<file path="src/sv/hax_pkg.sv">
// ----------------------------------------------------------------------------
// hax_pkg
// Types and constants shared by the hex anode position pipeline.
// ----------------------------------------------------------------------------
package hax_pkg;

  localparam int TIME_W    = 32;
  localparam int XY_W      = 22;
  // intermediate coordinate width ahead of the divide by three
  localparam int MID_W     = 24;
  localparam int DIV_W     = 25;
  localparam int DIV_SHIFT = 26;
  localparam int PROD_W    = 50;

  localparam logic [1:0] SEL_ELECTRON = 2'd0;
  localparam logic [1:0] SEL_POSITRON = 2'd1;
  localparam logic [1:0] SEL_BOTH     = 2'd2;

  localparam logic SIDE_ELECTRON = 1'b0;
  localparam logic SIDE_POSITRON = 1'b1;

  localparam logic [1:0] PAIRS_NONE  = 2'd0;
  localparam logic [1:0] PAIRS_ONE   = 2'd1;
  localparam logic [1:0] PAIRS_TWO   = 2'd2;
  localparam logic [1:0] PAIRS_THREE = 2'd3;

  // round(2^16 / sqrt(3))
  localparam logic signed [16:0] INV_SQRT3_Q16 = 17'sd37837;

  // floor(b / 3) == (b * DIV3_MAGIC) >> DIV_SHIFT, exact for b < 2^DIV_W
  localparam logic [DIV_W-1:0]       DIV3_MAGIC  = 25'd22369622;
  // 3 * 2^23 keeps the dividend positive; divides out to DIV3_BIAS
  localparam logic signed [MID_W+1:0] DIV3_OFFSET = 26'sd25165824;
  localparam logic [MID_W-1:0]       DIV3_BIAS   = 24'd8388608;

  // clamp bounds: three times the output range, so saturation stays exact
  localparam logic signed [MID_W-1:0] MID_MAX = 24'sd6291455;
  localparam logic signed [MID_W-1:0] MID_MIN = -24'sd6291456;

  localparam logic signed [XY_W-1:0] XY_MAX = 22'sd2097151;
  localparam logic signed [XY_W-1:0] XY_MIN = -22'sd2097152;

  typedef struct packed {
    logic              side;
    logic [TIME_W-1:0] hit_time;
    logic              used_uv;
    logic              used_uw;
    logic              used_vw;
    logic              valid_res;
    logic [1:0]        pairs;
  } meta_t;

endpackage

</file>
<file path="src/sv/hax_pair_sum.sv">
// ----------------------------------------------------------------------------
// hax_pair_sum
// Input stage: detector filter, pair selection and x / y difference sums.
// ----------------------------------------------------------------------------
module hax_pair_sum #(
  parameter int COORD_WIDTH = 20
) (
  input  logic                          clk_i,
  input  logic                          rst_ni,
  input  logic                          en_i,
  input  logic                          in_valid_i,
  input  logic [1:0]                    detector_select_i,
  input  logic                          side_i,
  input  logic signed [COORD_WIDTH-1:0] u_pos_i,
  input  logic signed [COORD_WIDTH-1:0] v_pos_i,
  input  logic signed [COORD_WIDTH-1:0] w_pos_i,
  input  logic                          u_single_i,
  input  logic                          v_single_i,
  input  logic                          w_single_i,
  input  logic [hax_pkg::TIME_W-1:0]    hit_time_i,
  output logic                          valid_o,
  output hax_pkg::meta_t                meta_o,
  output logic signed [COORD_WIDTH+2:0] sx_o,
  output logic signed [COORD_WIDTH+3:0] sd_o
);

  localparam int SXW = COORD_WIDTH + 3;
  localparam int SDW = COORD_WIDTH + 4;

  logic signed [SDW-1:0] u_e, v_e, w_e;
  logic signed [SDW-1:0] sx_d, sd_d;
  logic                  take_uv, take_uw, take_vw;
  logic                  use_uv, use_uw, use_vw;
  logic                  sel_ok;
  hax_pkg::meta_t        meta_d;

  logic                  valid_q;
  hax_pkg::meta_t        meta_q;
  logic signed [SXW-1:0] sx_q;
  logic signed [SDW-1:0] sd_q;

  assign u_e = SDW'(u_pos_i);
  assign v_e = SDW'(v_pos_i);
  assign w_e = SDW'(w_pos_i);

  always_comb begin
    take_uv = u_single_i & v_single_i;
    take_uw = u_single_i & w_single_i;
    take_vw = v_single_i & w_single_i;

    if (side_i == hax_pkg::SIDE_POSITRON) begin
      sel_ok = (detector_select_i == hax_pkg::SEL_POSITRON) ||
               (detector_select_i == hax_pkg::SEL_BOTH);
      // positron: first usable pair only, order UV, UW, VW
      use_uv = take_uv;
      use_uw = take_uw & ~take_uv;
      use_vw = take_vw & ~take_uv & ~take_uw;
      if (take_uv) begin
        sx_d = -u_e;
        sd_d = u_e - (v_e + v_e);
      end else if (take_uw) begin
        sx_d = -u_e;
        sd_d = (w_e + w_e) + u_e;
      end else if (take_vw) begin
        sx_d = -v_e - w_e;
        sd_d = w_e - v_e;
      end else begin
        sx_d = '0;
        sd_d = '0;
      end
    end else begin
      sel_ok = (detector_select_i == hax_pkg::SEL_ELECTRON) ||
               (detector_select_i == hax_pkg::SEL_BOTH);
      // electron: every usable pair is summed
      use_uv = take_uv;
      use_uw = take_uw;
      use_vw = take_vw;
      sx_d = (take_uv ? u_e : '0) + (take_uw ? u_e : '0) + (take_vw ? (v_e - w_e) : '0);
      sd_d = (take_uv ? ((v_e + v_e) - u_e) : '0) +
             (take_uw ? ((w_e + w_e) + u_e) : '0) +
             (take_vw ? (w_e + v_e) : '0);
    end

    meta_d.side      = side_i;
    meta_d.hit_time  = hit_time_i;
    meta_d.used_uv   = use_uv;
    meta_d.used_uw   = use_uw;
    meta_d.used_vw   = use_vw;
    meta_d.valid_res = use_uv | use_uw | use_vw;
    meta_d.pairs     = 2'({1'b0, use_uv} + {1'b0, use_uw} + {1'b0, use_vw});
  end

  always_ff @(posedge clk_i or negedge rst_ni) begin
    if (!rst_ni) begin
      valid_q <= 1'b0;
    end else if (en_i) begin
      // filtered hits are dropped here
      valid_q <= in_valid_i & sel_ok;
    end
  end

  always_ff @(posedge clk_i) begin
    if (en_i) begin
      meta_q <= meta_d;
      sx_q   <= SXW'(sx_d);
      sd_q   <= sd_d;
    end
  end

  assign valid_o = valid_q;
  assign meta_o  = meta_q;
  assign sx_o    = sx_q;
  assign sd_o    = sd_q;

endmodule

</file>
<file path="src/sv/hax_scale.sv">
// ----------------------------------------------------------------------------
// hax_scale
// 1/sqrt(3) multiply, then rounding by pair count and clamp to the
// intermediate width. Two register stages.
// ----------------------------------------------------------------------------
module hax_scale #(
  parameter int COORD_WIDTH = 20
) (
  input  logic                                clk_i,
  input  logic                                rst_ni,
  input  logic                                en_i,
  input  logic                                valid_i,
  input  hax_pkg::meta_t                      meta_i,
  input  logic signed [COORD_WIDTH+2:0]       sx_i,
  input  logic signed [COORD_WIDTH+3:0]       sd_i,
  output logic                                valid_o,
  output hax_pkg::meta_t                      meta_o,
  output logic signed [hax_pkg::MID_W-1:0]    ax_o,
  output logic signed [hax_pkg::MID_W-1:0]    ay_o,
  output logic                                div3_o
);

  localparam int SXW = COORD_WIDTH + 3;
  localparam int PW  = COORD_WIDTH + 21;
  localparam int PEW = PW + 1;

  function automatic logic signed [hax_pkg::MID_W-1:0] clamp_mid(
    input logic signed [PEW-1:0] v
  );
    logic signed [hax_pkg::MID_W-1:0] r;
    if (v > PEW'(hax_pkg::MID_MAX)) begin
      r = hax_pkg::MID_MAX;
    end else if (v < PEW'(hax_pkg::MID_MIN)) begin
      r = hax_pkg::MID_MIN;
    end else begin
      r = hax_pkg::MID_W'(v);
    end
    return r;
  endfunction

  // stage 2
  logic                  v2_q;
  hax_pkg::meta_t        meta2_q;
  logic signed [SXW-1:0] sx2_q;
  logic signed [PW-1:0]  p2_q;
  logic signed [PW-1:0]  p_d;

  assign p_d = PW'(sd_i) * PW'(hax_pkg::INV_SQRT3_Q16);

  always_ff @(posedge clk_i or negedge rst_ni) begin
    if (!rst_ni) begin
      v2_q <= 1'b0;
    end else if (en_i) begin
      v2_q <= valid_i;
    end
  end

  always_ff @(posedge clk_i) begin
    if (en_i) begin
      meta2_q <= meta_i;
      sx2_q   <= sx_i;
      p2_q    <= p_d;
    end
  end

  // stage 3: round to nearest, ties up; a divide by three remains for n = 3
  logic signed [PEW-1:0] xe, pe, rnd, xv, yv;

  always_comb begin
    xe = PEW'(sx2_q);
    case (meta2_q.pairs)
      hax_pkg::PAIRS_TWO:   rnd = PEW'(32'sd65536);
      hax_pkg::PAIRS_THREE: rnd = PEW'(32'sd98304);
      default:              rnd = PEW'(32'sd32768);
    endcase
    pe = PEW'(p2_q) + rnd;
    case (meta2_q.pairs)
      hax_pkg::PAIRS_ONE: begin
        xv = xe;
        yv = pe >>> 16;
      end
      hax_pkg::PAIRS_TWO: begin
        xv = (xe + PEW'(1)) >>> 1;
        yv = pe >>> 17;
      end
      hax_pkg::PAIRS_THREE: begin
        xv = xe + PEW'(1);
        yv = pe >>> 16;
      end
      default: begin
        xv = '0;
        yv = '0;
      end
    endcase
  end

  logic                              v3_q;
  hax_pkg::meta_t                    meta3_q;
  logic signed [hax_pkg::MID_W-1:0]  ax3_q, ay3_q;
  logic                              div3_q;

  always_ff @(posedge clk_i or negedge rst_ni) begin
    if (!rst_ni) begin
      v3_q <= 1'b0;
    end else if (en_i) begin
      v3_q <= v2_q;
    end
  end

  always_ff @(posedge clk_i) begin
    if (en_i) begin
      meta3_q <= meta2_q;
      ax3_q   <= clamp_mid(xv);
      ay3_q   <= clamp_mid(yv);
      div3_q  <= (meta2_q.pairs == hax_pkg::PAIRS_THREE);
    end
  end

  assign valid_o = v3_q;
  assign meta_o  = meta3_q;
  assign ax_o    = ax3_q;
  assign ay_o    = ay3_q;
  assign div3_o  = div3_q;

endmodule

</file>
<file path="src/sv/hax_div3.sv">
// ----------------------------------------------------------------------------
// hax_div3
// Floor divide by three via reciprocal multiply for three-pair results,
// then saturation to the output range and the output register.
// ----------------------------------------------------------------------------
module hax_div3 (
  input  logic                              clk_i,
  input  logic                              rst_ni,
  input  logic                              en_i,
  input  logic                              valid_i,
  input  hax_pkg::meta_t                    meta_i,
  input  logic signed [hax_pkg::MID_W-1:0]  ax_i,
  input  logic signed [hax_pkg::MID_W-1:0]  ay_i,
  input  logic                              div3_i,
  output logic                              valid_o,
  output hax_pkg::meta_t                    meta_o,
  output logic signed [hax_pkg::XY_W-1:0]   x_o,
  output logic signed [hax_pkg::XY_W-1:0]   y_o
);

  localparam int MID_W  = hax_pkg::MID_W;
  localparam int DIV_W  = hax_pkg::DIV_W;
  localparam int PROD_W = hax_pkg::PROD_W;
  localparam int XY_W   = hax_pkg::XY_W;

  function automatic logic signed [XY_W-1:0] sat_xy(input logic signed [MID_W-1:0] v);
    logic signed [XY_W-1:0] r;
    if (v > MID_W'(hax_pkg::XY_MAX)) begin
      r = hax_pkg::XY_MAX;
    end else if (v < MID_W'(hax_pkg::XY_MIN)) begin
      r = hax_pkg::XY_MIN;
    end else begin
      r = XY_W'(v);
    end
    return r;
  endfunction

  // stage 4: offset to a positive dividend and multiply
  logic signed [MID_W+1:0] tx, ty;
  logic [DIV_W-1:0]        bx, by;
  logic [PROD_W-1:0]       px_d, py_d;

  assign tx   = (MID_W+2)'(ax_i) + hax_pkg::DIV3_OFFSET;
  assign ty   = (MID_W+2)'(ay_i) + hax_pkg::DIV3_OFFSET;
  assign bx   = tx[DIV_W-1:0];
  assign by   = ty[DIV_W-1:0];
  assign px_d = PROD_W'(bx) * PROD_W'(hax_pkg::DIV3_MAGIC);
  assign py_d = PROD_W'(by) * PROD_W'(hax_pkg::DIV3_MAGIC);

  logic                    v4_q;
  hax_pkg::meta_t          meta4_q;
  logic signed [MID_W-1:0] ax4_q, ay4_q;
  logic                    div3_4_q;
  logic [PROD_W-1:0]       px4_q, py4_q;

  always_ff @(posedge clk_i or negedge rst_ni) begin
    if (!rst_ni) begin
      v4_q <= 1'b0;
    end else if (en_i) begin
      v4_q <= valid_i;
    end
  end

  always_ff @(posedge clk_i) begin
    if (en_i) begin
      meta4_q  <= meta_i;
      ax4_q    <= ax_i;
      ay4_q    <= ay_i;
      div3_4_q <= div3_i;
      px4_q    <= px_d;
      py4_q    <= py_d;
    end
  end

  // stage 5: remove the offset, pick the path, saturate
  logic [MID_W-1:0]        qx, qy;
  logic signed [MID_W-1:0] selx, sely;

  assign qx   = px4_q[PROD_W-1:hax_pkg::DIV_SHIFT] - hax_pkg::DIV3_BIAS;
  assign qy   = py4_q[PROD_W-1:hax_pkg::DIV_SHIFT] - hax_pkg::DIV3_BIAS;
  assign selx = div3_4_q ? $signed(qx) : ax4_q;
  assign sely = div3_4_q ? $signed(qy) : ay4_q;

  logic                   valid_q;
  hax_pkg::meta_t         meta_q;
  logic signed [XY_W-1:0] x_q, y_q;

  always_ff @(posedge clk_i or negedge rst_ni) begin
    if (!rst_ni) begin
      valid_q <= 1'b0;
    end else if (en_i) begin
      valid_q <= v4_q;
    end
  end

  always_ff @(posedge clk_i) begin
    if (en_i) begin
      meta_q <= meta4_q;
      x_q    <= sat_xy(selx);
      y_q    <= sat_xy(sely);
    end
  end

  assign valid_o = valid_q;
  assign meta_o  = meta_q;
  assign x_o     = x_q;
  assign y_o     = y_q;

endmodule

</file>
<file path="src/sv/hex_anode_xy_reconstruction.sv">
// ----------------------------------------------------------------------------
// hex_anode_xy_reconstruction
// Hexagonal delay-line anode hit to x / y position, five-stage pipeline.
// ----------------------------------------------------------------------------
// channel  | handshake                 | payload
// ---------+---------------------------+----------------------------------------
// in       | in_valid_i / in_ready_o   | side, u/v/w_pos, u/v/w_single, hit_time
// out      | out_valid_o / out_ready_i | out_side, x/y_pos, out_time, used_*, valid_res
// cfg      | cfg_we_i                  | cfg_wdata_i (detector_select)
//
// One item per cycle while the output is not stalled; the 1/sqrt(3) multiply and the
// reciprocal divide by three each own a stage.
// A stalled output freezes every stage; in_ready_o drops for that cycle.
// Reset clears the stage valid bits and sets detector_select to both.
// Hits filtered out by detector_select leave a bubble and no result.
// ----------------------------------------------------------------------------
module hex_anode_xy_reconstruction #(
  parameter int COORD_WIDTH = 20
) (
  input  logic                               clk_i,
  input  logic                               rst_ni,
  input  logic                               in_valid_i,
  output logic                               in_ready_o,
  input  logic                               side_i,
  input  logic signed [COORD_WIDTH-1:0]      u_pos_i,
  input  logic signed [COORD_WIDTH-1:0]      v_pos_i,
  input  logic signed [COORD_WIDTH-1:0]      w_pos_i,
  input  logic                               u_single_i,
  input  logic                               v_single_i,
  input  logic                               w_single_i,
  input  logic signed [hax_pkg::TIME_W-1:0]  hit_time_i,
  output logic                               out_valid_o,
  input  logic                               out_ready_i,
  output logic                               out_side_o,
  output logic signed [hax_pkg::XY_W-1:0]    x_pos_o,
  output logic signed [hax_pkg::XY_W-1:0]    y_pos_o,
  output logic signed [hax_pkg::TIME_W-1:0]  out_time_o,
  output logic                               used_uv_o,
  output logic                               used_uw_o,
  output logic                               used_vw_o,
  output logic                               valid_res_o,
  input  logic                               cfg_we_i,
  input  logic [1:0]                         cfg_wdata_i
);

  logic [1:0] detector_select_q;

  always_ff @(posedge clk_i or negedge rst_ni) begin
    if (!rst_ni) begin
      detector_select_q <= hax_pkg::SEL_BOTH;
    end else if (cfg_we_i) begin
      detector_select_q <= cfg_wdata_i;
    end
  end

  logic en;
  assign en         = ~out_valid_o | out_ready_i;
  assign in_ready_o = en;

  logic                                s1_valid;
  hax_pkg::meta_t                      s1_meta;
  logic signed [COORD_WIDTH+2:0]       s1_sx;
  logic signed [COORD_WIDTH+3:0]       s1_sd;

  hax_pair_sum #(
    .COORD_WIDTH(COORD_WIDTH)
  ) u_pair_sum (
    .clk_i             (clk_i),
    .rst_ni            (rst_ni),
    .en_i              (en),
    .in_valid_i        (in_valid_i),
    .detector_select_i (detector_select_q),
    .side_i            (side_i),
    .u_pos_i           (u_pos_i),
    .v_pos_i           (v_pos_i),
    .w_pos_i           (w_pos_i),
    .u_single_i        (u_single_i),
    .v_single_i        (v_single_i),
    .w_single_i        (w_single_i),
    .hit_time_i        (hit_time_i),
    .valid_o           (s1_valid),
    .meta_o            (s1_meta),
    .sx_o              (s1_sx),
    .sd_o              (s1_sd)
  );

  logic                                s3_valid;
  hax_pkg::meta_t                      s3_meta;
  logic signed [hax_pkg::MID_W-1:0]    s3_ax, s3_ay;
  logic                                s3_div3;

  hax_scale #(
    .COORD_WIDTH(COORD_WIDTH)
  ) u_scale (
    .clk_i   (clk_i),
    .rst_ni  (rst_ni),
    .en_i    (en),
    .valid_i (s1_valid),
    .meta_i  (s1_meta),
    .sx_i    (s1_sx),
    .sd_i    (s1_sd),
    .valid_o (s3_valid),
    .meta_o  (s3_meta),
    .ax_o    (s3_ax),
    .ay_o    (s3_ay),
    .div3_o  (s3_div3)
  );

  hax_pkg::meta_t out_meta;

  hax_div3 u_div3 (
    .clk_i   (clk_i),
    .rst_ni  (rst_ni),
    .en_i    (en),
    .valid_i (s3_valid),
    .meta_i  (s3_meta),
    .ax_i    (s3_ax),
    .ay_i    (s3_ay),
    .div3_i  (s3_div3),
    .valid_o (out_valid_o),
    .meta_o  (out_meta),
    .x_o     (x_pos_o),
    .y_o     (y_pos_o)
  );

  assign out_side_o  = out_meta.side;
  assign out_time_o  = $signed(out_meta.hit_time);
  assign used_uv_o   = out_meta.used_uv;
  assign used_uw_o   = out_meta.used_uw;
  assign used_vw_o   = out_meta.used_vw;
  assign valid_res_o = out_meta.valid_res;

endmodule

</file>
<file path="config.mk">
export PLATFORM = sky130hd
export DESIGN_NAME = hex_anode_xy_reconstruction
export DESIGN_NICKNAME = d
export VERILOG_FILES = /design/src/sv/hax_pkg.sv /design/src/sv/hax_pair_sum.sv /design/src/sv/hax_scale.sv /design/src/sv/hax_div3.sv /design/src/sv/hex_anode_xy_reconstruction.sv
export SDC_FILE = /design/constraint.sdc
export NUM_CORES = 2
export LEC_CHECK = 0
export BUFFER_PORTS_ARGS = -buffer_cell sky130_fd_sc_hd__buf_2
export CORE_MARGIN = 2
export CORE_UTILIZATION = 55
export CTS_BUF_LIST = sky130_fd_sc_hd__clkbuf_16
export DETAILED_ROUTE_END_ITERATION = 6
export GPL_TIMING_DRIVEN = 0
export PLACE_DENSITY_LB_ADDON = 0.05
export SYNTH_ARGS = -nofsm -noshare
export SYNTH_HDL_FRONTEND = slang
export SYNTH_SLANG_ARGS = --single-unit
</file>
<file path="constraint.sdc">
create_clock -name clk_i -period 22.2 [get_ports clk_i]
set_input_delay 3.33 -clock clk_i [delete_from_list [all_inputs] [get_ports clk_i]]
set_output_delay 3.33 -clock clk_i [all_outputs]
set_load 0.05 [all_outputs]
</file>
==> impl_metrics.ini <==
[worst_setup_path]
cp_num_buf_inv = 4
r2r-start = u_scale.ay_o[13]
end_kind = flop
cp_max_fo = 9
slowest_stage = fa_1
startpoint_type = input port
reg2regPathDepth = 25
critical_path.top_delay_family = compound AO/OA/AOI/OAI gates
cp-startpoint = v_pos_i[2]
worstPathArrival_ns = 9.68
criticalPathCategory = in2reg
worstPathRequired_ns = 22.56
critical-path-max-stage-delay_ns = 0.62
cp_num_cells = 28

[synthesis]
synth_fa_ha_area_share_pct = 43.1
ys_warn_count = 0
netlist_area_um2 = 56200
synth_cell_types = 80
synth_cells = 5415
synth-edff-count = 475
synth_compound_area_share_pct = 9.58
syn-num-nets = 7063
synth_xor_area_share_pct = 4.32
synth_flop_cell = edfxtp_1
async_reset_ff_share_pct = 1.45
synth_top_family_by_area = adder cells
avgSynthCellArea_um2 = 10.4
ys_seq_elements = 482
synth-simple-area-share_pct = 6.81
yosysSeqAreaShare_pct = 25.7
synthMuxAreaShare_pct = 1.15

[detailed_routing]
wl_met3_mm = 6.79
drt_iter0_drc = 2302
ant_nets = 0
routedWlPerCell_um = 20.4
dr_total_vias = 38223
routed_wl_mm = 144
highest_layer = met4
first_pass_iters = 5
vias_per_cell = 5.40
met2_length_mm = 70.1
drt-met1-wl_mm = 63.0
drc = 0

[floorplanning]
die_x_um = 324
dieArea_um2 = 105000
start_util_pct = 55.4
core_um2 = 101000
num_io_pins = 186
row_count = 117
die_h_um = 324

[timing]
timing.hold.ws_ns = 0.389
fin_crit_sh_pct = 42.0
finalHoldViolations = 0
finalWorstSetupSlack_ns = 12.89
worst_pin_slew_ns = 1.20
grt_setup_unrepaired = no
worst_clock_skew_ns = 0.0460
period_needed_ns = 9.31
relSlewSlack_pct = 20.0
setup_viol = 0
max_freq_mhz = 107
slew_viol_final = 0

[global_route]
grt_pass1_wl_mm = 223
grt.total_usage_pct = 28.2
grt_overflow = 0
antenna_found_initial = 2
grt_max_degree = 72
grt_pass1_vias = 38967

[clock_network]
cts_resized = 0
cts_setup_buffers = 0
clock_sinks = 482
root_buffer = clkbuf_16
cts_tree = done
cts_buffers = 54
cts-hold-fix-buffers = 0
cts_htree_levels = 2
clockBufferDepth = 3
cts.clk_slew.worst_paths_ns = 0.06
clk-insertion-delay-late_ns = 0.65

[place]
io_buffers = 185
hpwl_mm = 121
gp_congestion = 0.951
place_inst = 6975
dp_slack_ns = 12.31

[cells_and_area]
fin_cells = 7077
syn2layout_area_growth_pct = 8.31
drive_gt1_share_pct = 5.66
nets = 7311
final_common_cell = inv_1
final_cell_mix = inv_1, ha_1, fa_1

[hold_path]
whs_path_depth = 0
min_from = u_pair_sum.meta_o[35]
min_path_type = reg2reg

[run]
cap_viol_max_count = 0

[run_status]
status = completed
-- layout make-up --
| class | count | area (um^2) |
|---|---|---|
| Antenna cell | 1 | 2.50 |
| Buffer | 105 | 399 |
| Clock buffer | 55 | 1380 |
| Clock inverter | 46 | 463 |
| Fill cell | 8815 | 40600 |
| Inverter | 1290 | 4840 |
| Multi-Input combinational cell | 3538 | 36500 |
| Sequential cell | 482 | 14400 |
| Tap cell | 1368 | 1710 |
| Timing Repair Buffer | 192 | 1110 |
-- logic make-up after synthesis --
family	Yosys count
adders and majority gates	1546
and+or+nand+nor	798
DFF	482
buffers and inverters	1395
AOI/OAI and AO/OA	853
xor gates and xnor gates	277
muxes	64
-- worst paths after layout --
path / end / slack (ns)
min in group asynchronous: detector_select_q[0] / 2.52
worst max register to register: u_div3.py4_q[49] / 14.13
worst min register to register: u_scale.meta2_q[35] / 0.39
worst max-delay path: u_pair_sum.sx_o[20] / 12.89
worst min-delay path: u_scale.meta2_q[35] / 0.39
max in group asynchronous: detector_select_q[1] / 19.45
-- flip-flops by register name, summed over array words and instances (netlist names), 26 cells and up --
| signal | flops |
|---|---|
| u_scale.meta2_q | 39 |
| u_div3.meta_o | 37 |
| u_pair_sum.meta_o | 39 |
| u_scale.p2_q | 26 |
| u_div3.meta4_q | 37 |
| u_scale.meta_o | 37 |
-- synthesized netlist by cell type, types with 36 or more instances --
cell type / instances / share of area (%)
a21o_1: 80 / 1.1
a21oi_1: 236 / 2.1
and3_1: 40 / 0.45
clkbuf_1: 87 / 0.58
edfxtp_1: 475 / 25
fa_1: 647 / 23
ha_1: 898 / 20
inv_1: 1286 / 8.6
mux2i_1: 58 / 1.0
nand2_1: 244 / 1.6
nand2b_1: 36 / 0.40
nand3_1: 71 / 0.63
nor2_1: 198 / 1.3
nor3_1: 46 / 0.41
o211ai_1: 37 / 0.49
o21ai_0: 228 / 2.0
xnor2_1: 191 / 3.0
xor2_1: 86 / 1.3
-- metal layers --
metal / up-vias / GRT usage, %
met5: - / 0
met4: 0 / 8.25
met3: 188 / 3.57
met2: 892 / 47.9
met1: 18828 / 37.9
li1: 18315 / -
-- per-stage QoR --
stage / instance area, um^2 / setup TNS (ns) / utilization [%]
floorplan: 56200 / 0 / -
global placement: 58800 / -51.18 / 58.0
detailed placement: 59000 / 0 / 58.1
CTS: 60800 / 0 / 59.9
global route: 60800 / 0 / 60.0
finish: 60800 / 0 / 60.0
Power is left out: the tool's default activity adds up to more than one toggle a clock period on the data nets, which glitch-free logic cannot reach.
